==> config.mk <==
export PLATFORM = sky130hd
export DESIGN_NAME = sav_bytecode_record_compressor_top_flat
export DESIGN_NICKNAME = d
export VERILOG_FILES = /design/src/rtl/sbrc_pkg.sv /design/src/rtl/sbrc_cell_if.sv /design/src/rtl/sbrc_word_if.sv /design/src/rtl/sbrc_datapath.sv /design/src/rtl/sbrc_ctrl.sv /design/src/rtl/sav_bytecode_record_compressor_top.sv /design/src/flat_wrapper.sv
export SDC_FILE = /design/constraint.sdc
export NUM_CORES = 1
export LEC_CHECK = 0
export BUFFER_PORTS_ARGS = -buffer_cell sky130_fd_sc_hd__buf_2
export CORE_MARGIN = 2
export CORE_UTILIZATION = 45
export DETAILED_ROUTE_END_ITERATION = 6
export REMOVE_ABC_BUFFERS = 1
export SLEW_MARGIN = 20
export SYNTH_ARGS = -nofsm -noshare
export SYNTH_HDL_FRONTEND = slang
export SYNTH_SLANG_ARGS = --single-unit
export TNS_END_PERCENT = 1
==> constraint.sdc <==
create_clock -name clk_i -period 8.6 [get_ports clk_i]
set_clock_uncertainty 0.2 [all_clocks]
set_input_delay 2.15 -clock clk_i [delete_from_list [all_inputs] [get_ports clk_i]]
set_output_delay 2.15 -clock clk_i [all_outputs]
set_load 0.02 [all_outputs]
==> src/rtl/sbrc_pkg.sv <==
// ----------------------------------------------------------------------------
// sbrc_pkg: shared types, codes and helper functions
// Holds the command codes, mode codes, chunk codes, the command and status
// structs between controller and datapath, and the word conversion helpers.
// ----------------------------------------------------------------------------
`default_nettype none

package sbrc_pkg;

  // Cell kinds.
  localparam logic [1:0] CMD_INT  = 2'd0;
  localparam logic [1:0] CMD_NUM  = 2'd1;
  localparam logic [1:0] CMD_STR  = 2'd2;
  localparam logic [1:0] CMD_NONE = 2'd3;

  // Modes. Any mode other than these behaves as compressed with an end chunk.
  localparam logic [1:0] MODE_UNCOMP    = 2'd0;
  localparam logic [1:0] MODE_END_CHUNK = 2'd1;
  localparam logic [1:0] MODE_ZSAV      = 2'd2;

  // Command byte codes.
  localparam logic signed [8:0] CODE_BIAS    = 9'sd100;
  localparam logic signed [8:0] COMPACT_MIN  = -9'sd99;
  localparam logic signed [8:0] COMPACT_MAX  = 9'sd151;
  localparam logic [7:0]        CODE_MISSING = 8'd255;
  localparam logic [7:0]        CODE_DATA    = 8'd253;
  localparam logic [7:0]        CODE_END     = 8'd252;

  localparam logic [63:0] NEG_DBL_MAX = 64'hFFEF_FFFF_FFFF_FFFF;

  localparam int unsigned SLOTS = 8;

  // Register indexes on the configuration port.
  localparam logic REG_MODE = 1'b0;
  localparam logic REG_SWAP = 1'b1;

  typedef enum logic [1:0] {
    SEL_DIRECT,
    SEL_CHUNK,
    SEL_PAY,
    SEL_END
  } out_sel_e;

  typedef struct packed {
    logic [1:0]        command;
    logic [63:0]       value;
    logic signed [8:0] int_value;
    logic              int_missing;
    logic              last_cell;
  } cell_t;

  typedef struct packed {
    logic     accept;
    logic     load_out;
    out_sel_e out_sel;
    logic     out_last;
    logic     pop_pay;
  } dp_cmd_t;

  typedef struct packed {
    logic direct;
    logic flush;
    logic end_chunk;
    logic out_free;
    logic pend_any;
    logic pend_one;
    logic chunk_full;
  } dp_sts_t;

  function automatic logic [63:0] bswap64(input logic [63:0] w);
    logic [63:0] r;
    for (int k = 0; k < 8; k++) begin
      r[8*k +: 8] = w[8*(7-k) +: 8];
    end
    return r;
  endfunction

  function automatic logic is_bad_double(input logic [63:0] bits);
    return &bits[62:52];
  endfunction

  // Exact double of a 9-bit signed integer.
  function automatic logic [63:0] int_to_double(input logic signed [8:0] v);
    logic [8:0]  mag;
    logic [3:0]  p;
    logic [8:0]  norm;
    logic [10:0] expo;
    mag = v[8] ? 9'(-v) : 9'(v);
    p = 4'd0;
    for (int k = 1; k < 9; k++) begin
      if (mag[k]) p = 4'(k);
    end
    norm = mag << (4'd8 - p);
    expo = 11'd1023 + {7'd0, p};
    return (mag == 9'd0) ? 64'd0 : {v[8], expo, norm[7:0], 44'd0};
  endfunction

endpackage

`default_nettype wire

==> src/rtl/sbrc_cell_if.sv <==
// ----------------------------------------------------------------------------
// sbrc_cell_if: input cell channel
// Valid/ready channel carrying one cell of the record.
// ----------------------------------------------------------------------------
`default_nettype none

interface sbrc_cell_if;
  logic              valid;
  logic              ready;
  logic [1:0]        command;
  logic [63:0]       value;
  logic signed [8:0] int_value;
  logic              int_missing;
  logic              last_cell;

  modport source (
    output valid, command, value, int_value, int_missing, last_cell,
    input  ready
  );

  modport sink (
    input  valid, command, value, int_value, int_missing, last_cell,
    output ready
  );
endinterface

`default_nettype wire

==> src/rtl/sbrc_word_if.sv <==
// ----------------------------------------------------------------------------
// sbrc_word_if: output word channel
// Valid/ready channel carrying one 8-byte output word.
// ----------------------------------------------------------------------------
`default_nettype none

interface sbrc_word_if;
  logic        valid;
  logic        ready;
  logic [63:0] word;
  logic        run_last;

  modport source (
    output valid, word, run_last,
    input  ready
  );

  modport sink (
    input  valid, word, run_last,
    output ready
  );
endinterface

`default_nettype wire

==> src/rtl/sbrc_datapath.sv <==
// ----------------------------------------------------------------------------
// sbrc_datapath: chunk assembly and output word register
// Builds the command chunk and the payload slots, computes per-cell status,
// and drives the output word register under controller command.
// ----------------------------------------------------------------------------
`default_nettype none

module sbrc_datapath
  import sbrc_pkg::*;
(
  input  wire logic        clk_i,
  input  wire logic        rst_ni,
  input  wire cell_t       cell_i,
  input  wire logic [1:0]  mode_i,
  input  wire logic        swap_i,
  input  wire dp_cmd_t     cmd_i,
  output dp_sts_t          sts_o,
  output logic             out_valid_o,
  input  wire logic        out_ready_i,
  output logic [63:0]      out_word_o,
  output logic             out_last_o
);

  logic [63:0]       chunk_q, chunk_d;
  logic [3:0]        slot_q, slot_d;
  logic [SLOTS-1:0]  present_q, present_d;
  logic [63:0]       words_q [SLOTS];
  logic [63:0]       direct_q;
  logic              out_valid_q;
  logic [63:0]       word_q;
  logic              run_last_q;

  logic              compressed;
  logic              takes_slot;
  logic [2:0]        slot;
  logic [3:0]        new_count;
  logic [7:0]        code;
  logic              has_pay;
  logic [63:0]       pay;
  logic [63:0]       direct_word;
  logic [2:0]        pay_idx;
  logic [63:0]       out_mux;
  logic [63:0]       int_dbl;

  assign compressed = (mode_i != MODE_UNCOMP);
  assign takes_slot = compressed && (cell_i.command != CMD_NONE);
  assign slot       = slot_q[2:0];
  assign new_count  = takes_slot ? slot_q + 4'd1 : slot_q;
  assign int_dbl    = int_to_double(cell_i.int_value);

  // Command byte and queued payload of the incoming cell.
  always_comb begin
    code    = CODE_DATA;
    has_pay = 1'b0;
    pay     = cell_i.value;
    unique case (cell_i.command)
      CMD_INT: begin
        if (cell_i.int_missing) begin
          code = CODE_MISSING;
        end else if (cell_i.int_value >= COMPACT_MIN && cell_i.int_value <= COMPACT_MAX) begin
          code = 8'(cell_i.int_value + CODE_BIAS);
        end else begin
          has_pay = 1'b1;
          pay     = swap_i ? bswap64(int_dbl) : int_dbl;
        end
      end
      CMD_NUM: begin
        if (is_bad_double(cell_i.value)) begin
          code = CODE_MISSING;
        end else begin
          has_pay = 1'b1;
          pay     = swap_i ? bswap64(cell_i.value) : cell_i.value;
        end
      end
      CMD_STR: begin
        has_pay = 1'b1;
      end
      default: begin
        code = 8'd0;
      end
    endcase
  end

  // Word for uncompressed pass-through.
  always_comb begin
    unique case (cell_i.command)
      CMD_INT: begin
        direct_word = cell_i.int_missing ? NEG_DBL_MAX : int_dbl;
        direct_word = swap_i ? bswap64(direct_word) : direct_word;
      end
      CMD_NUM: begin
        direct_word = is_bad_double(cell_i.value) ? NEG_DBL_MAX : cell_i.value;
        direct_word = swap_i ? bswap64(direct_word) : direct_word;
      end
      default: begin
        direct_word = cell_i.value;
      end
    endcase
  end

  // Lowest slot still holding a queued payload word.
  always_comb begin
    pay_idx = 3'd0;
    for (int k = SLOTS - 1; k >= 0; k--) begin
      if (present_q[k]) pay_idx = 3'(k);
    end
  end

  always_comb begin
    unique case (cmd_i.out_sel)
      SEL_DIRECT: out_mux = direct_q;
      SEL_CHUNK:  out_mux = swap_i ? bswap64(chunk_q) : chunk_q;
      SEL_PAY:    out_mux = words_q[pay_idx];
      SEL_END:    out_mux = swap_i ? bswap64({56'd0, CODE_END}) : {56'd0, CODE_END};
      default:    out_mux = direct_q;
    endcase
  end

  always_comb begin
    chunk_d   = chunk_q;
    slot_d    = slot_q;
    present_d = present_q;
    if (cmd_i.accept && takes_slot) begin
      chunk_d[8*slot +: 8] = chunk_q[8*slot +: 8] | code;
      present_d[slot]      = has_pay;
      slot_d               = new_count;
    end
    if (cmd_i.load_out && cmd_i.out_sel == SEL_CHUNK) begin
      chunk_d = '0;
      slot_d  = '0;
    end
    if (cmd_i.pop_pay) begin
      present_d[pay_idx] = 1'b0;
    end
  end

  always_ff @(posedge clk_i or negedge rst_ni) begin
    if (!rst_ni) begin
      chunk_q     <= '0;
      slot_q      <= '0;
      present_q   <= '0;
      out_valid_q <= 1'b0;
    end else begin
      chunk_q   <= chunk_d;
      slot_q    <= slot_d;
      present_q <= present_d;
      if (cmd_i.load_out) begin
        out_valid_q <= 1'b1;
      end else if (out_ready_i) begin
        out_valid_q <= 1'b0;
      end
    end
  end

  always_ff @(posedge clk_i) begin
    if (cmd_i.accept && takes_slot && has_pay) begin
      words_q[slot] <= pay;
    end
    if (cmd_i.accept) begin
      direct_q <= direct_word;
    end
    if (cmd_i.load_out) begin
      word_q     <= out_mux;
      run_last_q <= cmd_i.out_last;
    end
  end

  assign sts_o.direct     = !compressed && (cell_i.command != CMD_NONE);
  assign sts_o.flush      = compressed &&
                            ((takes_slot && new_count == 4'(SLOTS)) ||
                             (cell_i.last_cell && new_count != 4'd0));
  assign sts_o.end_chunk  = compressed && cell_i.last_cell && (mode_i != MODE_ZSAV);
  assign sts_o.out_free   = !out_valid_q || out_ready_i;
  assign sts_o.pend_any   = |present_q;
  assign sts_o.pend_one   = (|present_q) && ((present_q & (present_q - 1'b1)) == '0);
  assign sts_o.chunk_full = (slot_q == 4'(SLOTS));

  assign out_valid_o = out_valid_q;
  assign out_word_o  = word_q;
  assign out_last_o  = run_last_q;

endmodule

`default_nettype wire

==> src/rtl/sbrc_ctrl.sv <==
// ----------------------------------------------------------------------------
// sbrc_ctrl: sequencing controller
// Takes one cell, then walks the datapath through the words that the cell
// causes: pass-through word, or command word, queued payloads and end chunk.
// ----------------------------------------------------------------------------
`default_nettype none

module sbrc_ctrl
  import sbrc_pkg::*;
(
  input  wire logic    clk_i,
  input  wire logic    rst_ni,
  input  wire logic    in_valid_i,
  output logic         in_ready_o,
  input  wire dp_sts_t sts_i,
  output dp_cmd_t      cmd_o
);

  localparam logic [2:0] S_IDLE   = 3'd0;
  localparam logic [2:0] S_DIRECT = 3'd1;
  localparam logic [2:0] S_CMD    = 3'd2;
  localparam logic [2:0] S_PAY    = 3'd3;
  localparam logic [2:0] S_END    = 3'd4;

  logic [2:0] state_q, state_d;
  logic       end_q, end_d;

  assign in_ready_o = (state_q == S_IDLE);

  always_comb begin
    state_d        = state_q;
    end_d          = end_q;
    cmd_o.accept   = 1'b0;
    cmd_o.load_out = 1'b0;
    cmd_o.out_sel  = SEL_DIRECT;
    cmd_o.out_last = 1'b0;
    cmd_o.pop_pay  = 1'b0;
    unique case (state_q)
      S_IDLE: begin
        if (in_valid_i) begin
          cmd_o.accept = 1'b1;
          end_d        = sts_i.end_chunk;
          if (sts_i.direct) begin
            state_d = S_DIRECT;
          end else if (sts_i.flush) begin
            state_d = S_CMD;
          end else if (sts_i.end_chunk) begin
            state_d = S_END;
          end
        end
      end
      S_DIRECT: begin
        cmd_o.out_sel  = SEL_DIRECT;
        cmd_o.out_last = 1'b1;
        if (sts_i.out_free) begin
          cmd_o.load_out = 1'b1;
          state_d        = S_IDLE;
        end
      end
      S_CMD: begin
        cmd_o.out_sel  = SEL_CHUNK;
        cmd_o.out_last = !sts_i.pend_any && !end_q;
        if (sts_i.out_free) begin
          cmd_o.load_out = 1'b1;
          if (sts_i.pend_any) begin
            state_d = S_PAY;
          end else if (end_q) begin
            state_d = S_END;
          end else begin
            state_d = S_IDLE;
          end
        end
      end
      S_PAY: begin
        cmd_o.out_sel  = SEL_PAY;
        cmd_o.out_last = sts_i.pend_one && !end_q;
        if (sts_i.out_free) begin
          cmd_o.load_out = 1'b1;
          cmd_o.pop_pay  = 1'b1;
          if (sts_i.pend_one) begin
            state_d = end_q ? S_END : S_IDLE;
          end
        end
      end
      S_END: begin
        cmd_o.out_sel  = SEL_END;
        cmd_o.out_last = 1'b1;
        if (sts_i.out_free) begin
          cmd_o.load_out = 1'b1;
          state_d        = S_IDLE;
        end
      end
      default: begin
        state_d = S_IDLE;
      end
    endcase
  end

  always_ff @(posedge clk_i or negedge rst_ni) begin
    if (!rst_ni) begin
      state_q <= S_IDLE;
      end_q   <= 1'b0;
    end else begin
      state_q <= state_d;
      end_q   <= end_d;
    end
  end

endmodule

`default_nettype wire

==> src/rtl/sav_bytecode_record_compressor_top.sv <==
// Flow: a cell is taken in the idle state; the controller state register and
// then the output word register lie between it and its first word. The single
// output word register is fed one word per cycle while the output is free,
// and the next cell is taken only once every word of a cell is loaded.
// A new cell is taken while the last word of the previous one waits to go out.
// Reset: asynchronous, active low; mode 1, no byte swap, empty chunk.
// ----------------------------------------------------------------------------
// sav_bytecode_record_compressor_top: bytecode record compressor
// Packs cells into 8-slot command chunks with queued payload words, or passes
// them through uncompressed; configured over an APB-style port.
// ----------------------------------------------------------------------------
`default_nettype none

module sav_bytecode_record_compressor_top
  import sbrc_pkg::*;
(
  input  wire logic        clk_i,
  input  wire logic        rst_ni,
  sbrc_cell_if.sink        cell_i,
  sbrc_word_if.source      word_o,
  input  wire logic        psel,
  input  wire logic        penable,
  input  wire logic        pwrite,
  input  wire logic [2:0]  paddr,
  input  wire logic [31:0] pwdata,
  output logic [31:0]      prdata,
  output logic             pready
);

  logic [1:0] mode_q;
  logic       swap_q;
  logic       cfg_wr;
  cell_t      cell_in;
  dp_cmd_t    dp_cmd;
  dp_sts_t    dp_sts;

  assign pready = 1'b1;
  assign cfg_wr = psel && penable && pwrite;

  always_ff @(posedge clk_i or negedge rst_ni) begin
    if (!rst_ni) begin
      mode_q <= MODE_END_CHUNK;
      swap_q <= 1'b0;
    end else if (cfg_wr) begin
      unique case (paddr[2])
        REG_MODE: mode_q <= pwdata[1:0];
        REG_SWAP: swap_q <= pwdata[0];
        default:  mode_q <= mode_q;
      endcase
    end
  end

  assign prdata = (paddr[2] == REG_SWAP) ? {31'd0, swap_q} : {30'd0, mode_q};

  assign cell_in.command     = cell_i.command;
  assign cell_in.value       = cell_i.value;
  assign cell_in.int_value   = cell_i.int_value;
  assign cell_in.int_missing = cell_i.int_missing;
  assign cell_in.last_cell   = cell_i.last_cell;

  sbrc_ctrl u_ctrl (
    .clk_i      (clk_i),
    .rst_ni     (rst_ni),
    .in_valid_i (cell_i.valid),
    .in_ready_o (cell_i.ready),
    .sts_i      (dp_sts),
    .cmd_o      (dp_cmd)
  );

  sbrc_datapath u_dp (
    .clk_i       (clk_i),
    .rst_ni      (rst_ni),
    .cell_i      (cell_in),
    .mode_i      (mode_q),
    .swap_i      (swap_q),
    .cmd_i       (dp_cmd),
    .sts_o       (dp_sts),
    .out_valid_o (word_o.valid),
    .out_ready_i (word_o.ready),
    .out_word_o  (word_o.word),
    .out_last_o  (word_o.run_last)
  );

  // A word is never loaded over one that has not been taken.
  a_no_overwrite: assert property (@(posedge clk_i) disable iff (!rst_ni)
    dp_cmd.load_out |-> dp_sts.out_free)
    else $error("output word overwritten before it was taken");

  // A full chunk is always flushed before the next cell is taken.
  a_no_full_accept: assert property (@(posedge clk_i) disable iff (!rst_ni)
    dp_cmd.accept |-> !dp_sts.chunk_full)
    else $error("cell taken while the chunk is still full");

  // Payload words are only popped while some are queued.
  a_pop_pending: assert property (@(posedge clk_i) disable iff (!rst_ni)
    dp_cmd.pop_pay |-> dp_sts.pend_any)
    else $error("payload popped with nothing queued");

  // After any chunk flush, full or partial, the chunk is no longer full.
  a_flush_clears: assert property (@(posedge clk_i) disable iff (!rst_ni)
    (dp_cmd.load_out && dp_cmd.out_sel == SEL_CHUNK) |=> !dp_sts.chunk_full)
    else $error("chunk not cleared after its command word");

endmodule

`default_nettype wire

==> src/flat_wrapper.sv <==
// flat-port wrapper written by rule: the top's interface ports become plain ports
module sav_bytecode_record_compressor_top_flat import sbrc_pkg::*;
  (clk_i, rst_ni, psel, penable, pwrite, paddr, pwdata, prdata, pready, cell_i_valid, cell_i_command, cell_i_value, cell_i_int_value, cell_i_int_missing, cell_i_last_cell, cell_i_ready, word_o_valid, word_o_word, word_o_run_last, word_o_ready);
  sbrc_cell_if cell_i_i ();
  sbrc_word_if word_o_i ();
  input  wire logic clk_i;
  input  wire logic rst_ni;
  input  wire logic psel;
  input  wire logic penable;
  input  wire logic pwrite;
  input  wire logic [2:0] paddr;
  input  wire logic [31:0] pwdata;
  output logic [31:0] prdata;
  output logic pready;
  input wire logic [$bits(cell_i_i.valid)-1:0] cell_i_valid;
  input wire logic [$bits(cell_i_i.command)-1:0] cell_i_command;
  input wire logic [$bits(cell_i_i.value)-1:0] cell_i_value;
  input wire logic [$bits(cell_i_i.int_value)-1:0] cell_i_int_value;
  input wire logic [$bits(cell_i_i.int_missing)-1:0] cell_i_int_missing;
  input wire logic [$bits(cell_i_i.last_cell)-1:0] cell_i_last_cell;
  output wire logic [$bits(cell_i_i.ready)-1:0] cell_i_ready;
  output wire logic [$bits(word_o_i.valid)-1:0] word_o_valid;
  output wire logic [$bits(word_o_i.word)-1:0] word_o_word;
  output wire logic [$bits(word_o_i.run_last)-1:0] word_o_run_last;
  input wire logic [$bits(word_o_i.ready)-1:0] word_o_ready;
  assign cell_i_i.valid = cell_i_valid;
  assign cell_i_i.command = cell_i_command;
  assign cell_i_i.value = cell_i_value;
  assign cell_i_i.int_value = cell_i_int_value;
  assign cell_i_i.int_missing = cell_i_int_missing;
  assign cell_i_i.last_cell = cell_i_last_cell;
  assign cell_i_ready = cell_i_i.ready;
  assign word_o_valid = word_o_i.valid;
  assign word_o_word = word_o_i.word;
  assign word_o_run_last = word_o_i.run_last;
  assign word_o_i.ready = word_o_ready;
  sav_bytecode_record_compressor_top u_core (.clk_i(clk_i), .rst_ni(rst_ni), .cell_i(cell_i_i), .word_o(word_o_i), .psel(psel), .penable(penable), .pwrite(pwrite), .paddr(paddr), .pwdata(pwdata), .prdata(prdata), .pready(pready));
endmodule
==> metrics.txt <==
Synth Area in Simple Gates 0.1170; sequential fraction of the synthesis area 0.6356; total global routing track utilization 0.2739; Pleak roughly 13 nW; EDFF count, synth roughly 640; clock-pin slew on the worst setup and hold paths around 0.05 ns; pwr/cell area between 300 and 400 nW/um^2; Synth Area in Compound Gates 0.1504; Fill cells approximately 6300; post-layout min period 6.833 ns; synth top area cells edfxtp_1, dfrtp_1, nand2_1; Port Buffer Count between 150 and 200; initial antenna violation count 1; final worst slack 1.767 ns; Primary FF master, synth edfxtp_1; die span in y about 280 um; share of layout cells above drive strength 1 0.1493; RSZ-0062 raised after global routing no; Worst Setup End Kind flip-flop; Post-CTS Setup Bufs 0; main combinational cell family by area after synthesis compound AO/OA/AOI/OAI gates; Critical Path RT roughly 8.7 ns; pins over their slew limit 0; commonest non-fill, non-tap cell in the layout edfxtp_1; FF-to-FF setup slack 4.40 ns; Mapped Area between 30000 and 40000 sq um; area of the multi-input gates roughly 11000 sq um; Residual DRC 0; H-tree depth 3; CP max FO 10; hold buffers post-CTS 0; IO Count 219; clk_lat worst skew 0.63 ns; drt via density about 6.3; Ys Warns 0; CP Data Arrival Time between 6 and 7 ns; register area 21360 sq um; global-route wire length before repair about 160 mm; most frequent cells in the layout edfxtp_1, nand2_1, o21ai_0; total wire length 107.7 mm; Post-synth ARST share 0.1159; Final Cycle Share 0.7946; fmax around 150 MHz; Final ANT Viol Nets 0; Max-slew headroom 0.2108; number of synthesized register bits 725; Core Footprint between 70000 and 80000 sq um; mean area per synthesized cell 11.79 sq um; post-synthesis mux area share 0.05006; Post-Synth Adder-Cell Area 0.007375; crit start category primary input; placed cells between 3000 and 4000; Max-cap violations 0; root buffer cell clkbuf_16; TritonCTS buffer count between 70 and 80; drt initial violations 3187; CTS tree yes; Detail Placement HPWL 66.69 mm; DRT Pass-1 Iters 6; die width about 280 um; Post-Layout Cell Count slightly below 4000; Synth Area in XOR/XNOR 0.004693; via count between 20000 and 30000; Initial Utilization 0.4528; P&R area growth vs syn 12.56%; worst setup path class primary input to flip-flop; run status completed; CTS sink count 725; Power Total 11.72 mW; routability congestion estimate roughly 0.9; total gr overflow 0; Slew @ Worst Pin 1.176 ns; CTS resizes 0; wire per inst around 27 um; worst min-delay path category flip-flop to flip-flop; dpl ws around 1.3 ns; clk buf depth 3; Synth area leader edfxtp_1; pin count of the biggest net entering global routing ~80; final hold viol count 0; Final nets about 3000; Worst IR Drop VDD a little over 0.3 mV; share of the synthesized area in the top cell type 0.5730; Distinct cells, synth 81; row cnt 100; die area 76850 sq um; via count of the first global-routing pass 23910; Mapped Cells approximately 2900; setup violators final 0
## cells in the mapped netlist (14+ instances only)
master / number
mux2_2: 68
nand3_1: 151
nand2_1: 453
buf_1: 21
a21oi_1: 169
mux2i_1: 51
edfxtp_1: 641
nor2_1: 147
a211o_1: 16
o31ai_1: 14
a31oi_1: 60
clkbuf_1: 185
buf_4: 31
nand4_1: 69
a22o_1: 50
nor3_1: 23
o221ai_1: 73
ha_1: 19
o22ai_1: 76
dfrtp_1: 83
o21ai_0: 196
o211ai_1: 23
inv_1: 30
mux4_2: 18
## layout make-up
class | count | area share
Antenna cell | 1 | 0.00006618
Clock buffer | 103 | 0.05635
Clock inverter | 37 | 0.01013
Inverter | 34 | 0.003408
Multi-Input combinational cell | 1879 | 0.3003
Sequential cell | 725 | 0.5648
Tap cell | 969 | 0.03206
Timing Repair Buffer | 215 | 0.03293
## sequential cells by signal, indices dropped and copies added (netlist names)
signal,cells
u_core.u_dp.words_q,512
u_core.u_dp.chunk_q,64
u_core.u_dp.direct_q,64
u_core.u_dp.out_word_o,64
u_core.u_dp.present_q,8
u_core.u_dp.slot_q,4
u_core.u_ctrl.state_q,3
u_core.mode_q,2
u_core.swap_q,1
u_core.u_ctrl.end_q,1
u_core.u_dp.out_last_o,1
u_core.u_dp.out_valid_o,1
## critical path, cell delays in order
cell and delay, ns:
buf_2 0.17, inv_1 0.18, ha_1 0.41, nor4bb_1 0.66
a2111oi_0 0.17, or3_1 0.47, a21o_1 0.34, nor2_8 0.19
inv_1 0.09, ha_1 0.24, inv_1 0.10, a211o_1 0.15
nand3_1 0.18, a31oi_4 0.37, a32oi_1 0.31, o21ai_0 0.73
## cell families (layout without fill, tap and decap cells)
group	Yosys count	count (layout)
multiplexers	137	137
buffers and inverters	275	389
flip-flops	725	725
AO/OA/AOI/OAI	779	779
AND/OR/NAND/NOR	894	894
adder cells (fa/ha/maj)	20	20
XOR/XNOR	18	18
other	2	32
## stage by stage
stage               area (sq um)  hold WS, ns  utilization  TNS [ns]
floorplan                  32660       0.2853            -   -114.10
global placement           35280       0.3111       0.4755         0
detailed placement         35290       0.3170       0.4756         0
CTS                        37800       0.3364       0.5095         0
global route               37810       0.3533       0.5096         0
finish                     37810       0.3392       0.5096         0
## power breakdown
group	leakage (nW)	internal (mW)	switching [mW]	total, mW
logic	4.99	1.08	2.75	3.83
clock network	1.22	1.96	1.37	3.33
registers	6.99	4.38	0.188	4.57
## metal layers
layer,up-vias,part of all wire,GRT usage
met5,-,0,0
met4,0,0.031,0.09838
met3,203,0.087,0.04809
met2,1346,0.48,0.4464
met1,12575,0.41,0.3693
li1,11019,-,-
## path summary, 6_finish.rpt
check,startpoint,cells past startpoint,endpoint
worst max-delay path,cell_i_int_value[1],16,u_core.u_dp.words_q[5][49]
worst min-delay path,u_core.u_dp.chunk_q[63],1,u_core.u_dp.chunk_q[63]
worst max register to register,u_core.u_ctrl.state_q[2],6,u_core.u_ctrl.state_q[2]
worst min register to register,u_core.u_dp.chunk_q[63],1,u_core.u_dp.chunk_q[63]
max in group asynchronous,rst_ni,2,u_core.u_dp.chunk_q[53]
min in group asynchronous,rst_ni,1,u_core.swap_q
(Power assumes the default switching activity.)
